`src/rtl/cca_pkg.sv`:
```
// ----------------------------------------------------------------------------
// cca_pkg
// Types, constants and small calendar functions shared by the calendar clock
// and its checker.
// ----------------------------------------------------------------------------
package cca_pkg;

    // Command codes carried in the op field
    localparam logic [1:0] OP_TICK      = 2'd0;
    localparam logic [1:0] OP_SET_TIME  = 2'd1;
    localparam logic [1:0] OP_SET_ALARM = 2'd2;
    localparam logic [1:0] OP_STOP      = 2'd3;

    localparam logic [13:0] YEAR_MAX    = 14'd9999;
    localparam logic [3:0]  MONTH_MAX   = 4'd12;
    localparam logic [4:0]  HOUR_MAX    = 5'd23;
    localparam logic [5:0]  MINUTE_MAX  = 6'd59;
    localparam logic [5:0]  SECOND_MAX  = 6'd59;
    localparam logic [6:0]  REM_MAX     = 7'd99;
    localparam logic [7:0]  TPS_RESET   = 8'd20;

    // Reset date: 21 January 2020, midnight
    localparam logic [13:0] YEAR_RESET  = 14'd2020;
    localparam logic [6:0]  CENT_RESET  = 7'd20;
    localparam logic [6:0]  REM_RESET   = 7'd20;
    localparam logic [3:0]  MONTH_RESET = 4'd1;
    localparam logic [4:0]  DAY_RESET   = 5'd21;

    // Century split of a year up to 9999: floor(y * 5243 / 2^19) == floor(y / 100)
    localparam logic [12:0] CENT_RECIP  = 13'd5243;
    localparam int          CENT_SHIFT  = 19;

    typedef struct packed {
        logic [1:0]  op;
        logic [13:0] set_year;
        logic [3:0]  set_month;
        logic [4:0]  set_day;
        logic [4:0]  set_hour;
        logic [5:0]  set_minute;
        logic [5:0]  set_second;
    } cmd_t;

    typedef struct packed {
        logic [13:0] cur_year;
        logic [3:0]  cur_month;
        logic [4:0]  cur_day;
        logic [4:0]  cur_hour;
        logic [5:0]  cur_minute;
        logic [5:0]  cur_second;
        logic [2:0]  weekday;
        logic        buzzer_on;
        logic        alarm_armed;
    } res_t;

    // Clock state after one transaction, before the weekday is worked out
    typedef struct packed {
        logic [13:0] year;
        logic [6:0]  cent;
        logic [6:0]  rem;
        logic [3:0]  month;
        logic [4:0]  day;
        logic [4:0]  hour;
        logic [5:0]  minute;
        logic [5:0]  second;
        logic        buzzer;
        logic        armed;
    } snap_t;

    // The year is held as century and year within century.
    function automatic logic is_leap(input logic [6:0] cent, input logic [6:0] rem);
        if (rem != 7'd0)
            return rem[1:0] == 2'd0;
        return cent[1:0] == 2'd0;
    endfunction

    function automatic logic [4:0] days_in(input logic [3:0] month, input logic leap);
        logic [4:0] len;
        case (month)
            4'd1, 4'd3, 4'd5, 4'd7, 4'd8, 4'd10, 4'd12: len = 5'd31;
            4'd4, 4'd6, 4'd9, 4'd11:                    len = 5'd30;
            4'd2:                                       len = leap ? 5'd29 : 5'd28;
            default:                                    len = 5'd31;
        endcase
        return len;
    endfunction

    // floor(13 * (m + 1) / 5), January and February counted as months 13 and 14
    function automatic logic [5:0] month_term(input logic [3:0] month);
        logic [5:0] t;
        case (month)
            4'd1:    t = 6'd36;
            4'd2:    t = 6'd39;
            4'd3:    t = 6'd10;
            4'd4:    t = 6'd13;
            4'd5:    t = 6'd15;
            4'd6:    t = 6'd18;
            4'd7:    t = 6'd20;
            4'd8:    t = 6'd23;
            4'd9:    t = 6'd26;
            4'd10:   t = 6'd28;
            4'd11:   t = 6'd31;
            4'd12:   t = 6'd33;
            default: t = 6'd0;
        endcase
        return t;
    endfunction

    // Zeller's congruence on the year plus 400, which is a whole number of weeks.
    function automatic logic [2:0] weekday_of(input logic [6:0] cent, input logic [6:0] rem,
                                              input logic [3:0] month, input logic [4:0] day);
        logic [6:0] j;
        logic [6:0] k;
        logic [9:0] sum;
        logic [4:0] fold1;
        logic [3:0] fold2;
        if (month < 4'd3) begin
            // January and February belong to the previous year
            if (rem == 7'd0) begin
                j = 7'(cent + 7'd3);
                k = REM_MAX;
            end else begin
                j = 7'(cent + 7'd4);
                k = 7'(rem - 7'd1);
            end
        end else begin
            j = 7'(cent + 7'd4);
            k = rem;
        end
        sum = 10'(k) + 10'(k[6:2]) + 10'(j[6:2]) + {1'b0, j, 2'b00} + 10'(j)
              + 10'(month_term(month)) + 10'(day) + 10'd6;
        // Eight is one modulo seven, so the octal digits can be summed.
        fold1 = 5'(sum[9]) + 5'(sum[8:6]) + 5'(sum[5:3]) + 5'(sum[2:0]);
        fold2 = 4'(fold1[4:3]) + 4'(fold1[2:0]);
        return (fold2 >= 4'd7) ? 3'(fold2 - 4'd7) : fold2[2:0];
    endfunction

endpackage

```
`src/rtl/calendar_clock_with_alarm.sv`:
```
// ----------------------------------------------------------------------------
// calendar_clock_with_alarm
// Real-time clock and calendar with a one-shot alarm. Every command
// transaction (tick, set time, set alarm, stop buzzer) yields one result
// transaction with the date, time, weekday and alarm flags after it. The
// block takes one transaction per clock cycle while the result side does not
// stall, and has three register stages: the command register, the clock
// state update with its snapshot register, and the weekday stage feeding the
// result register. cmd_stall follows res_stall combinationally once all three
// stages hold data. The ticks_per_second register is always ready and should
// only be written while no transaction is in flight; a value of zero means
// 256 ticks.
// ----------------------------------------------------------------------------
module calendar_clock_with_alarm (
    input  logic          clk,
    input  logic          rst_n,
    input  logic          cmd_valid,
    output logic          cmd_stall,
    input  cca_pkg::cmd_t cmd,
    output logic          res_valid,
    input  logic          res_stall,
    output cca_pkg::res_t res,
    input  logic          cfg_valid,
    output logic          cfg_ready,
    input  logic [7:0]    cfg_data
);

    // Pipeline control
    logic res_load, s2_load, s1_load, s1_move;
    logic s1_valid_reg, s1_valid_next;
    logic s2_valid_reg, s2_valid_next;
    logic res_valid_reg, res_valid_next;

    // Stage payloads
    cca_pkg::cmd_t  s1_cmd_reg;
    logic [6:0]     s1_cent_reg, s1_rem_reg;
    cca_pkg::snap_t s2_snap_reg;
    cca_pkg::res_t  res_reg;

    // Century split of the incoming year
    logic [13:0] in_year_cl;
    logic [26:0] in_prod;
    logic [6:0]  in_cent;
    logic [13:0] in_rem_wide;

    // Clock state
    logic [7:0]  tps_reg;
    logic [7:0]  tick_reg, tick_next;
    logic [13:0] year_reg, year_next;
    logic [6:0]  cent_reg, cent_next;
    logic [6:0]  rem_reg, rem_next;
    logic [3:0]  month_reg, month_next;
    logic [4:0]  day_reg, day_next;
    logic [4:0]  hour_reg, hour_next;
    logic [5:0]  minute_reg, minute_next;
    logic [5:0]  second_reg, second_next;
    logic [13:0] al_year_reg, al_year_next;
    logic [3:0]  al_month_reg, al_month_next;
    logic [4:0]  al_day_reg, al_day_next;
    logic [4:0]  al_hour_reg, al_hour_next;
    logic [5:0]  al_minute_reg, al_minute_next;
    logic        armed_reg, armed_next;
    logic        buzzer_reg, buzzer_next;

    // Update terms
    logic [8:0]  tick_limit, tick_inc;
    logic        tick_wrap;
    logic [4:0]  cur_len;
    logic        sec_wrap, min_wrap, hr_wrap, day_wrap, mon_wrap;
    logic [3:0]  set_month_cl;
    logic [4:0]  set_len;

    assign res_load  = !res_valid_reg || !res_stall;
    assign s2_load   = !s2_valid_reg || res_load;
    assign s1_load   = !s1_valid_reg || s2_load;
    assign s1_move   = s1_valid_reg && s2_load;
    assign cmd_stall = !s1_load;
    assign cfg_ready = 1'b1;
    assign res_valid = res_valid_reg;
    assign res       = res_reg;

    assign s1_valid_next  = s1_load ? cmd_valid : s1_valid_reg;
    assign s2_valid_next  = s2_load ? s1_valid_reg : s2_valid_reg;
    assign res_valid_next = res_load ? s2_valid_reg : res_valid_reg;

    assign in_year_cl  = (cmd.set_year > cca_pkg::YEAR_MAX) ? cca_pkg::YEAR_MAX : cmd.set_year;
    assign in_prod     = 27'(in_year_cl) * 27'(cca_pkg::CENT_RECIP);
    assign in_cent     = in_prod[cca_pkg::CENT_SHIFT +: 7];
    assign in_rem_wide = 14'(in_year_cl - 14'(in_cent) * 14'd100);

    always_ff @(posedge clk or negedge rst_n)
    begin
        if (!rst_n)
        begin
            s1_valid_reg  <= 1'b0;
            s2_valid_reg  <= 1'b0;
            res_valid_reg <= 1'b0;
        end
        else
        begin
            s1_valid_reg  <= s1_valid_next;
            s2_valid_reg  <= s2_valid_next;
            res_valid_reg <= res_valid_next;
        end
    end

    always_ff @(posedge clk)
    begin
        if (s1_load && cmd_valid)
        begin
            s1_cmd_reg  <= cmd;
            s1_cent_reg <= in_cent;
            s1_rem_reg  <= in_rem_wide[6:0];
        end
        if (s1_move)
        begin
            s2_snap_reg.year   <= year_next;
            s2_snap_reg.cent   <= cent_next;
            s2_snap_reg.rem    <= rem_next;
            s2_snap_reg.month  <= month_next;
            s2_snap_reg.day    <= day_next;
            s2_snap_reg.hour   <= hour_next;
            s2_snap_reg.minute <= minute_next;
            s2_snap_reg.second <= second_next;
            s2_snap_reg.buzzer <= buzzer_next;
            s2_snap_reg.armed  <= armed_next;
        end
        if (res_load && s2_valid_reg)
        begin
            res_reg.cur_year    <= s2_snap_reg.year;
            res_reg.cur_month   <= s2_snap_reg.month;
            res_reg.cur_day     <= s2_snap_reg.day;
            res_reg.cur_hour    <= s2_snap_reg.hour;
            res_reg.cur_minute  <= s2_snap_reg.minute;
            res_reg.cur_second  <= s2_snap_reg.second;
            res_reg.weekday     <= cca_pkg::weekday_of(s2_snap_reg.cent, s2_snap_reg.rem,
                                                       s2_snap_reg.month, s2_snap_reg.day);
            res_reg.buzzer_on   <= s2_snap_reg.buzzer;
            res_reg.alarm_armed <= s2_snap_reg.armed;
        end
    end

    // Carry chain; the stored time is always within range, so each carry is
    // a compare against the top value.
    assign tick_limit = (tps_reg == 8'd0) ? 9'd256 : {1'b0, tps_reg};
    assign tick_inc   = {1'b0, tick_reg} + 9'd1;
    assign tick_wrap  = tick_inc >= tick_limit;
    assign cur_len    = cca_pkg::days_in(month_reg, cca_pkg::is_leap(cent_reg, rem_reg));
    assign sec_wrap   = second_reg == cca_pkg::SECOND_MAX;
    assign min_wrap   = sec_wrap && (minute_reg == cca_pkg::MINUTE_MAX);
    assign hr_wrap    = min_wrap && (hour_reg == cca_pkg::HOUR_MAX);
    assign day_wrap   = hr_wrap && (day_reg >= cur_len);
    assign mon_wrap   = day_wrap && (month_reg == cca_pkg::MONTH_MAX);

    assign set_month_cl = (s1_cmd_reg.set_month == 4'd0) ? 4'd1 :
                          (s1_cmd_reg.set_month > cca_pkg::MONTH_MAX) ? cca_pkg::MONTH_MAX :
                          s1_cmd_reg.set_month;
    assign set_len      = cca_pkg::days_in(set_month_cl,
                                           cca_pkg::is_leap(s1_cent_reg, s1_rem_reg));

    always_comb
    begin
        tick_next      = tick_reg;
        year_next      = year_reg;
        cent_next      = cent_reg;
        rem_next       = rem_reg;
        month_next     = month_reg;
        day_next       = day_reg;
        hour_next      = hour_reg;
        minute_next    = minute_reg;
        second_next    = second_reg;
        al_year_next   = al_year_reg;
        al_month_next  = al_month_reg;
        al_day_next    = al_day_reg;
        al_hour_next   = al_hour_reg;
        al_minute_next = al_minute_reg;
        armed_next     = armed_reg;
        buzzer_next    = buzzer_reg;
        if (s1_move)
        begin
            case (s1_cmd_reg.op)
                cca_pkg::OP_TICK:
                begin
                    if (tick_wrap)
                    begin
                        tick_next   = 8'd0;
                        second_next = sec_wrap ? 6'd0 : 6'(second_reg + 6'd1);
                        if (sec_wrap)
                            minute_next = min_wrap ? 6'd0 : 6'(minute_reg + 6'd1);
                        if (min_wrap)
                            hour_next = hr_wrap ? 5'd0 : 5'(hour_reg + 5'd1);
                        if (hr_wrap)
                            day_next = day_wrap ? 5'd1 : 5'(day_reg + 5'd1);
                        if (day_wrap)
                            month_next = mon_wrap ? 4'd1 : 4'(month_reg + 4'd1);
                        if (mon_wrap)
                        begin
                            if (year_reg == cca_pkg::YEAR_MAX)
                            begin
                                year_next = 14'd0;
                                cent_next = 7'd0;
                                rem_next  = 7'd0;
                            end
                            else
                            begin
                                year_next = 14'(year_reg + 14'd1);
                                if (rem_reg == cca_pkg::REM_MAX)
                                begin
                                    rem_next  = 7'd0;
                                    cent_next = 7'(cent_reg + 7'd1);
                                end
                                else
                                begin
                                    rem_next = 7'(rem_reg + 7'd1);
                                end
                            end
                        end
                        // The alarm is looked at only when the minute has moved on
                        if (sec_wrap && armed_reg &&
                            al_year_reg == year_next && al_month_reg == month_next &&
                            al_day_reg == day_next && al_hour_reg == hour_next &&
                            al_minute_reg == minute_next)
                        begin
                            buzzer_next = 1'b1;
                            armed_next  = 1'b0;
                        end
                    end
                    else
                    begin
                        tick_next = tick_inc[7:0];
                    end
                end
                cca_pkg::OP_SET_TIME:
                begin
                    year_next  = (s1_cmd_reg.set_year > cca_pkg::YEAR_MAX) ?
                                 cca_pkg::YEAR_MAX : s1_cmd_reg.set_year;
                    cent_next  = s1_cent_reg;
                    rem_next   = s1_rem_reg;
                    month_next = set_month_cl;
                    day_next   = (s1_cmd_reg.set_day == 5'd0) ? 5'd1 :
                                 (s1_cmd_reg.set_day > set_len) ? set_len : s1_cmd_reg.set_day;
                    hour_next  = (s1_cmd_reg.set_hour > cca_pkg::HOUR_MAX) ?
                                 cca_pkg::HOUR_MAX : s1_cmd_reg.set_hour;
                    minute_next = (s1_cmd_reg.set_minute > cca_pkg::MINUTE_MAX) ?
                                  cca_pkg::MINUTE_MAX : s1_cmd_reg.set_minute;
                    second_next = (s1_cmd_reg.set_second > cca_pkg::SECOND_MAX) ?
                                  cca_pkg::SECOND_MAX : s1_cmd_reg.set_second;
                end
                cca_pkg::OP_SET_ALARM:
                begin
                    al_year_next   = s1_cmd_reg.set_year;
                    al_month_next  = s1_cmd_reg.set_month;
                    al_day_next    = s1_cmd_reg.set_day;
                    al_hour_next   = s1_cmd_reg.set_hour;
                    al_minute_next = s1_cmd_reg.set_minute;
                    armed_next     = 1'b1;
                end
                cca_pkg::OP_STOP:
                begin
                    buzzer_next = 1'b0;
                end
                default:
                begin
                    buzzer_next = buzzer_reg;
                end
            endcase
        end
    end

    always_ff @(posedge clk or negedge rst_n)
    begin
        if (!rst_n)
        begin
            tps_reg       <= cca_pkg::TPS_RESET;
            tick_reg      <= 8'd0;
            year_reg      <= cca_pkg::YEAR_RESET;
            cent_reg      <= cca_pkg::CENT_RESET;
            rem_reg       <= cca_pkg::REM_RESET;
            month_reg     <= cca_pkg::MONTH_RESET;
            day_reg       <= cca_pkg::DAY_RESET;
            hour_reg      <= 5'd0;
            minute_reg    <= 6'd0;
            second_reg    <= 6'd0;
            al_year_reg   <= 14'd0;
            al_month_reg  <= 4'd0;
            al_day_reg    <= 5'd0;
            al_hour_reg   <= 5'd0;
            al_minute_reg <= 6'd0;
            armed_reg     <= 1'b0;
            buzzer_reg    <= 1'b0;
        end
        else
        begin
            if (cfg_valid)
                tps_reg <= cfg_data;
            tick_reg      <= tick_next;
            year_reg      <= year_next;
            cent_reg      <= cent_next;
            rem_reg       <= rem_next;
            month_reg     <= month_next;
            day_reg       <= day_next;
            hour_reg      <= hour_next;
            minute_reg    <= minute_next;
            second_reg    <= second_next;
            al_year_reg   <= al_year_next;
            al_month_reg  <= al_month_next;
            al_day_reg    <= al_day_next;
            al_hour_reg   <= al_hour_next;
            al_minute_reg <= al_minute_next;
            armed_reg     <= armed_next;
            buzzer_reg    <= buzzer_next;
        end
    end

endmodule

```
`config.mk`:
```
export PLATFORM = sky130hd
export DESIGN_NAME = calendar_clock_with_alarm
export DESIGN_NICKNAME = d
export VERILOG_FILES = /design/src/rtl/cca_pkg.sv /design/src/rtl/calendar_clock_with_alarm.sv
export SDC_FILE = /design/constraint.sdc
export NUM_CORES = 1
export LEC_CHECK = 0
export ABC_AREA = 1
export BUFFER_PORTS_ARGS = -buffer_cell sky130_fd_sc_hd__buf_2
export CAP_MARGIN = 20
export CORE_MARGIN = 5
export CORE_UTILIZATION = 60
export CTS_CLUSTER_SIZE = 30
export DETAILED_ROUTE_END_ITERATION = 8
export PLACE_DENSITY_LB_ADDON = 0.15
export SYNTH_ARGS = -nofsm -noshare
export SYNTH_HDL_FRONTEND = slang
export SYNTH_SLANG_ARGS = --single-unit
```
`constraint.sdc`:
```
create_clock -name clk -period 15.4 [get_ports clk]
set_input_delay 2.31 -clock clk [delete_from_list [all_inputs] [get_ports clk]]
set_output_delay 2.31 -clock clk [all_outputs]
set_load 0.1 [all_outputs]
```
Word-level counts from Yosys, hierarchy flattened

Memories as Yosys holds them, arrays and structs flattened. A register that Yosys moved wholly into a read port is not among the register bits.
Cells that the tools add are included.

Input bits: 55
Memories: 1
Output and inout port bits: 48
ROM bits: 96
Register bits: 266
Word-level logic and storage cells: 241

Reductions and logical operators: 36
$mul: 2
$add $sub $neg: 25
Equality and inequality tests: 24
Muxes and demuxes: 94
Magnitude comparators: 11

Memory list:

| name            | words | bits a word | rd ports | clocked after Yosys merged registers in | wr ports | RTL line      | source |
|---|---|---|---|---|---|---|---|
| (no name shown) | 16    | 6           | 1        | 1                                       | 0        | cca_pkg.sv:90 | `case (month)` |

Operator list:

| kind                     | number |
|---|---|
| $mux W14                 | 9 |
| $mux W7                  | 16 |
| $mux W5                  | 17 |
| $mux W6                  | 13 |
| $mux W4                  | 10 |
| $gt A14 B14 Y1 const B   | 2 |
| $pmux W14 S2             | 1 |
| $pmux W7 S2              | 2 |
| $mul A14 B13 Y26 const B | 1 |
| $pmux W6 S2              | 2 |
| $eq A4 B4 Y1 const B     | 5 |
| $pmux W5 S2              | 2 |
| $eq A4 B3 Y1 const B     | 4 |
| $add A14 B1 Y14 const B  | 1 |
| $add A7 B1 Y7 const B    | 2 |
| $eq A14 B14 Y1           | 1 |
| $eq A14 B14 Y1 const B   | 1 |
| $mux W1                  | 14 |
| $reduce_bool A7 Y1       | 2 |
| $logic_and A1 B1 Y1      | 13 |
| $add A6 B1 Y6 const B    | 2 |
| $eq A6 B6 Y1 const B     | 2 |
| $gt A6 B6 Y1 const B     | 2 |
| $add A10 B3 Y10 const B  | 1 |
| other kinds (49)         | 67 |

Depth between registers and ports, before layout

Gate-level depths: netlist of run 1.

Depth after elaboration: 22
Gate-level depth with buffers: 45
Mapped depth without buffers: 45

Least setup slack after synthesis of run 1

OpenSTA, ideal clock, no wires.

Path kind: input port to flip-flop
From: input cmd[32] in the netlist's numbering
To: register s1_rem_reg[6] (data pin)
Library setup time: 0.260 ns
Buffers on the path: 1
Arrival time: 8.289 ns
Cell stages on the path: 33
Slack: 6.851 ns
Cell sequence: nor4_1 > o211ai_1 > nand2_1 > inv_1 > clkbuf_1 > nor2_1 > inv_1 > ha_1 > inv_1 > fa_1 > inv_1 > fa_1 > inv_1 > fa_1 > inv_1 > fa_1 > ha_1 > a21oi_1 > o21ai_0 > a21oi_1 > nand2_1 > inv_1 > or2_2 > nand2_1 > ha_1 > inv_1 > ha_1 > nand2_1 > nor2_1 > a211oi_1 > xnor2_1 > xor2_1 > xnor2_1

Word-level cells in the longest chain between the ends: 5

Ends and longest elaborated chain:

| item                   | RTL line                         | source |
|---|---|---|
| start: declaration     | calendar_clock_with_alarm.sv:19  | `input cca_pkg::cmd_t cmd,` |
| $gt A14 B14 Y1         | calendar_clock_with_alarm.sv:86  | `assign in_year_cl = (cmd.set_year > cca_pkg::YEAR_MAX) ? cca_pkg::YEAR_MAX : cmd.set_year;` |
| $mux W14 (*)           | calendar_clock_with_alarm.sv:86  |  |
| $mul A14 B13 Y26 (*)   | calendar_clock_with_alarm.sv:87  | `assign in_prod = 27'(in_year_cl) * 27'(cca_pkg::CENT_RECIP);` |
| net in_prod[19]        | calendar_clock_with_alarm.sv:42  | `logic [26:0] in_prod;` |
| $mul A7 B5 Y5 (*)      | calendar_clock_with_alarm.sv:89  | `assign in_rem_wide = 14'(in_year_cl - 14'(in_cent) * 14'd100);` |
| $sub A7 B7 Y7 (*)      | calendar_clock_with_alarm.sv:89  |  |
| net in_rem_wide[6]     | calendar_clock_with_alarm.sv:44  | `logic [13:0] in_rem_wide;` |
| end signal: assignment | calendar_clock_with_alarm.sv:113 | `s1_rem_reg <= in_rem_wide[6:0];` |
| end: declaration       | calendar_clock_with_alarm.sv:36  | `logic [6:0] s1_cent_reg, s1_rem_reg;` |

The timed path passes the listed nets; every way through them passes the cells marked *.
A chain may end at the register's enable or synchronous reset.

Worst setup path after layout of run 1

Same ends and word-level chain as after synthesis.

==> impl_metrics.tcl, run 1 <==
set metrics [dict create \
    status "complete, no violations" \
    grt_setup_unrepaired "no" \
    path_clk_slew_ns 0.06 \
    tns_ns 0 \
    post_cts_buffers 0 \
    cts_buffers 29 \
    slew_viol_final 0 \
    cp-end-kind "flop" \
    floorplan.initialDensity 0.602 \
    fill_cells 2460 \
    multiInputGateArea_um2 9090 \
    dieArea_um2 34100 \
    ys_types 53 \
    synth_top_cell_by_area "edfxtp_1" \
    grt_util_all_layers 0.258 \
    vias 13900 \
    crit_path_start_kind "input port" \
    layout_common_cells "inv_1, nand2_1, ha_1, edfxtp_1, o21ai_0" \
    fin_crit_ns 8.71 \
    ios 103 \
    cts_tree "done" \
    synth_edf_count 157 \
    fin_nets 2379 \
    worst_hold_path_type "flop to flop" \
    crit_fanout 11 \
    reg2reg_depth 40 \
    grt_start_max_net_pins 77 \
    setup_viol 0 \
    async_flop_share 0.401 \
    ys_seq_area_frac 0.415 \
    areaGrowthSynthToFinish_pct 10.5 \
    largest_reg_flops 56 \
    gp_congestion 0.922 \
    drt_iter0_drc 1000 \
    syn-num-nets 2272 \
    cp_slowest_cell "fa_1" \
    overflow 0 \
    cp_common_cell "inv_1" \
    arrival_ns 9.00 \
    cts_max_level 1 \
    grt_pass1_wl_um 70300 \
    clock_latency_ns 0.56 \
    max-clock-path-buffers 3 \
    period_share 0.565 \
    worst_slew_pin_slew_ns 1.03 \
    drtPass1Iterations 6 \
    critical_path.max_stage_delay_ns 0.53 \
    coreArea_um2 30300 \
    netlist_instances 1962 \
    antenna_found_initial 0 \
    cp.required_ns 15.69 \
    hold_violations 0 \
    dieWidth_um 185 \
    avgSynthCellArea_um2 9.32 \
    dp_hpwl_um 32900 \
    wl_per_cell_um 17.2 \
    io_buffer_count 101 \
    antenna_cells 0 \
    yosys_warnings 0 \
    critPathKind "input port to flop" \
    grt_pass1_vias 14200 \
    seq_area_um2 7580 \
    routed_wl_um 42900 \
    cts_hold_buf 0 \
    finClkSkew_ns 0.0191 \
    fmax_mhz 115 \
    hold_depth 0 \
    clock_sinks 272 \
    vias_per_cell 5.58 \
    ctsResizeCount 0 \
    ant_nets 0 \
    fp-row-count 64 \
    die_y_um 185 \
    syn_area_um2 18300 \
    synth_top_area_share 0.258 \
    ys_top_cells_by_area "edfxtp_1, dfrtp_1, ha_1" \
    cts_root_buffer "clkbuf_16" \
    synth.ff_latch_count 272 \
    drc 0 \
    cap_violations 0 \
    drive_gt1_frac 0.107 \
    ys.flop_type "edfxtp_1" \
    layout_commonest_cell "inv_1" \
    maxSlewHeadroom 0.312 \
]
==> critical path: cells and delay by family <==
family                   cells  cell delay (ns)
AND/OR/NAND/NOR             10             1.39
adder cells (fa/ha/maj)      8             2.81
buffers and inverters        8             0.84
AO/OA/AOI/OAI                5             0.96
XOR/XNOR                     4             0.67
==> layout make-up <==
class                           instances  share of cell area
Clock inverter                         16             0.00613
Multi-Input combinational cell       1264               0.450
Inverter                              390              0.0725
Timing Repair Buffer                  112              0.0302
Clock buffer                           38              0.0406
Sequential cell                       272               0.376
Tap cell                              396              0.0245
==> per-stage QoR <==
stage                     cells  setup WS, ns  area, um2  hold slack, ns   util
after floorplan            1962          6.85      18300           0.400      -
after global placement     2433          6.36      19200           0.403  0.633
after detailed placement   2433          6.10      19200           0.405  0.633
after CTS                  2487          6.69      20200           0.419  0.664
after global routing       2488          6.11      20200           0.424  0.665
final                      2488          6.69      20200           0.418  0.665
==> routing by layer <==
metal | global-route usage | share of wire
met1 | 0.332 | 0.41
met2 | 0.442 | 0.48
met3 | 0.0416 | 0.066
met4 | 0.0955 | 0.041
met5 | 0.00143 | 0
==> synthesized netlist by cell type (3+ instances only) <==
| master | n |
|---|---|
| inv_1 | 379 |
| nand2_2 | 5 |
| nand3b_1 | 14 |
| or2_2 | 4 |
| a22oi_1 | 26 |
| nand3_1 | 82 |
| o21bai_1 | 4 |
| buf_2 | 4 |
| a211oi_1 | 4 |
| nor2_2 | 5 |
| nor2_1 | 105 |
| nand4_1 | 30 |
| a31oi_1 | 6 |
| xor2_1 | 36 |
| mux2_2 | 7 |
| a21oi_1 | 71 |
| o211ai_1 | 8 |
| clkinv_1 | 3 |
| nor4_1 | 6 |
| dfrtp_1 | 92 |
| inv_2 | 8 |
| o21ai_0 | 136 |
| edfxtp_1 | 157 |
| xnor2_1 | 18 |
| fa_1 | 94 |
| o31ai_1 | 7 |
| nor3_1 | 21 |
| nand3_2 | 3 |
| nand2_1 | 344 |
| nor2_4 | 6 |
| o21ai_1 | 12 |
| ha_1 | 161 |
| o221ai_1 | 20 |
| o22ai_1 | 11 |
| clkbuf_1 | 27 |
| dfxtp_1 | 6 |
| dfstp_2 | 17 |
==> final timing paths <==
check | start | to | slack, ns
worst min register to register | s2_snap_reg[46] | res[35] | 0.42
max in group asynchronous | rst_n | month_reg[0] | 12.62
min in group asynchronous | rst_n | cent_reg[5] | 1.72
worst min-delay path | s2_snap_reg[46] | res[35] | 0.42
worst max register to register | s2_snap_reg[28] | res[2] | 6.90
worst max-delay path | cmd[32] | s1_rem_reg[6] | 6.69
==> cells by family after synthesis <==
| logic type | share of synthesized area |
|---|---|
| other cells | 0.000205 |
| xor+xnor | 0.0259 |
| buf+inv | 0.0888 |
| compound gates | 0.101 |
| fa+ha+maj | 0.213 |
| simple gates | 0.152 |
| flops | 0.415 |
| mux | 0.00431 |
Power of run 1 is not shown: default switching activity piles up to over one toggle a cycle in this logic, so the estimate is an artifact.
==> run 2, diff against run 1 <==
Settings changed: ABC_AREA 1 to 0.
Clock period 15.4 ns to 8.1 ns, I/O delays scaled along.
==> impl_metrics.tcl, run 2 <==
set metrics [dict create \
    vias 14400 \
    syn_area_um2 18700 \
    cts_tree "done" \
    cts_root_buffer "clkbuf_16" \
    fin_nets 2224 \
    slew_viol_final 0 \
    worst_slew_pin_slew_ns 1.14 \
    path_clk_slew_ns 0.07 \
    ant_nets 0 \
    hold_end "res[0]" \
    tns_ns 0 \
    vias_per_cell 6.17 \
    maxSlewHeadroom 0.230 \
    ys_top_cells_by_area "edfxtp_1, dfrtp_1, ha_1" \
    areaGrowthSynthToFinish_pct 12.6 \
    r2r-start "s2_snap_reg[28]" \
    ys_seq_area_frac 0.405 \
    fmax_mhz 125 \
    synthSimpleGateAreaFrac 0.131 \
    crit_fanout 3 \
    hold_start "s2_snap_reg[0]" \
    synthMuxAreaShare 0.0308 \
    layout_commonest_cell "inv_1" \
    yosys_warnings 0 \
    synth_edf_count 157 \
    synthTopCellsByCount "inv_1, ha_1, edfxtp_1" \
    critPathKind "flop to flop" \
    grt_pass1_vias 14200 \
    largest_reg_flops 56 \
    grt_util_all_layers 0.277 \
    dieWidth_um 187 \
    antenna_found_initial 0 \
    io_buffer_count 101 \
    grt_start_max_net_pins 66 \
    synth_xor_area_frac 0.0312 \
    synth_top_family_by_area "adder cells" \
    cp-end-kind "flop" \
    synth-adder-area-share 0.208 \
    grt_pass1_wl_um 77900 \
    worstReg2RegEnd "res[3]" \
    dp_hpwl_um 37500 \
    synth.ff_latch_count 272 \
    dieArea_um2 34800 \
    clock_latency_ns 0.58 \
    ys.flop_type "edfxtp_1" \
    wl_per_cell_um 21.2 \
    gp_congestion 1.04 \
    synth_compound_area_frac 0.126 \
    hold_depth 0 \
    cap_violations 0 \
    drt_iter0_drc 1389 \
    setup_viol 0 \
    syn-num-nets 2093 \
    avgSynthCellArea_um2 10.5 \
    antenna_cells 0 \
    die_y_um 187 \
    cts_buffers 28 \
    async_flop_share 0.401 \
    arrival_ns 8.30 \
    coreArea_um2 30700 \
    fp-row-count 64 \
    fin_util 0.687 \
    status "complete, no violations" \
    fin_crit_ns 8.00 \
    cts_max_level 1 \
    reg2reg_depth 39 \
    synth_top_cell_by_area "edfxtp_1" \
    worst_hold_path_type "flop to flop" \
    cp_slowest_cell "fa_2" \
    hold_violations 0 \
    grt_setup_unrepaired "yes" \
    crit_path_start_kind "flop" \
    finClkSkew_ns 0.0279 \
    crit_start "s2_snap_reg[28]" \
    synth_top_area_share 0.252 \
    cp.required_ns 8.40 \
    drtPass1Iterations 6 \
    drc 0 \
    ys_types 86 \
    netlist_instances 1783 \
    clock_sinks 272 \
    drive_gt1_frac 0.178 \
    final.setup.worst_slack_ns 0.100 \
    fill_cells 2355 \
    yosysMostFrequentCell "inv_1" \
    floorplan.initialDensity 0.610 \
    max-clock-path-buffers 3 \
    period_share 0.988 \
    overflow 0 \
    dp_slack_ns -0.312 \
    ios 103 \
    layout_common_cells "inv_1, edfxtp_1, ha_1, nand2_1, buf_2" \
    routed_wl_um 49500 \
    critical_path.max_stage_delay_ns 0.58 \
    rrSetupSlack_ns 0.10 \
]
==> run 2: cell types whose count changed in the layout (fill, tap and decap cells not counted), moves of 30 or more <==
cell     change
buf_4       +52
nor2_1      -31
nand2_1    -227
mux2_2      +30
inv_1      -131
o21ai_0     -45
==> run 2: logic make-up after synthesis <==
group / Yosys count
mux: 53
xor+xnor: 65
other cells: 1
compound gates: 357
simple gates: 457
flops: 272
fa+ha+maj: 255
buf+inv: 323
==> run 2: what timing repair did <==
item | 4_1_cts | 5_1_grt
setup endpoints to repair | 3 | 4
hold endpoints to repair | 0 | 0
gates cloned | 0 | 0
gates resized for setup | 12 | 50
setup buffers | 5 | 9
hold buffers | 0 | 0
pin swaps | 7 | 23
==> run 2: stage by stage <==
stage	hold slack, ns	cell area, um2	cells
floorplan	0.400	18700	1783
finish	0.415	21100	2332
global placement	0.401	19800	2266
CTS	0.411	20800	2323
detailed placement	0.405	19800	2266
global route	0.422	21100	2332
==> run 2: routing by layer <==
layer	part of all wire	track usage	vias to the layer above	wire length [um]
met5	0	0	-	0
met4	0.027	0.0732	0	1330
met3	0.11	0.0731	86	5200
met2	0.44	0.413	707	21600
met1	0.43	0.405	7000	21300
li1	-	-	6598	-
==> run 2: how the worst max path moves through the flow <==
| stage | cells after the start | endpoint |
|---|---|---|
| floorplan | 35 | res[3] |
| global placement | 29 | s1_rem_reg[6] |
| detailed placement | 39 | res[3] |
| CTS | 36 | res[3] |
| global route | 39 | res[3] |
| finish | 39 | res[3] |
==> run 2: worst max-delay path: cells and delay by family, from the launching register on <==
kind	cells	cell delay, ns
buffers and inverters	8	0.51
flip-flops	1	0.42
AO/OA/AOI/OAI	13	1.47
XOR/XNOR	2	0.29
AND/OR/NAND/NOR	5	0.91
adder cells (fa/ha/maj)	11	4.10
==> run 2: final cells by class <==
cell class | count | area, um2 | area share
clock buffer | 33 | 719 | 0.0341
multi-input combinational | 1188 | 10100 | 0.481
sequential | 272 | 7580 | 0.360
tap | 396 | 495 | 0.0235
timing repair buffer | 165 | 996 | 0.0473
clock inverter | 19 | 176 | 0.00837
inverter | 259 | 972 | 0.0461
Power of run 2 is left out for the same reason.
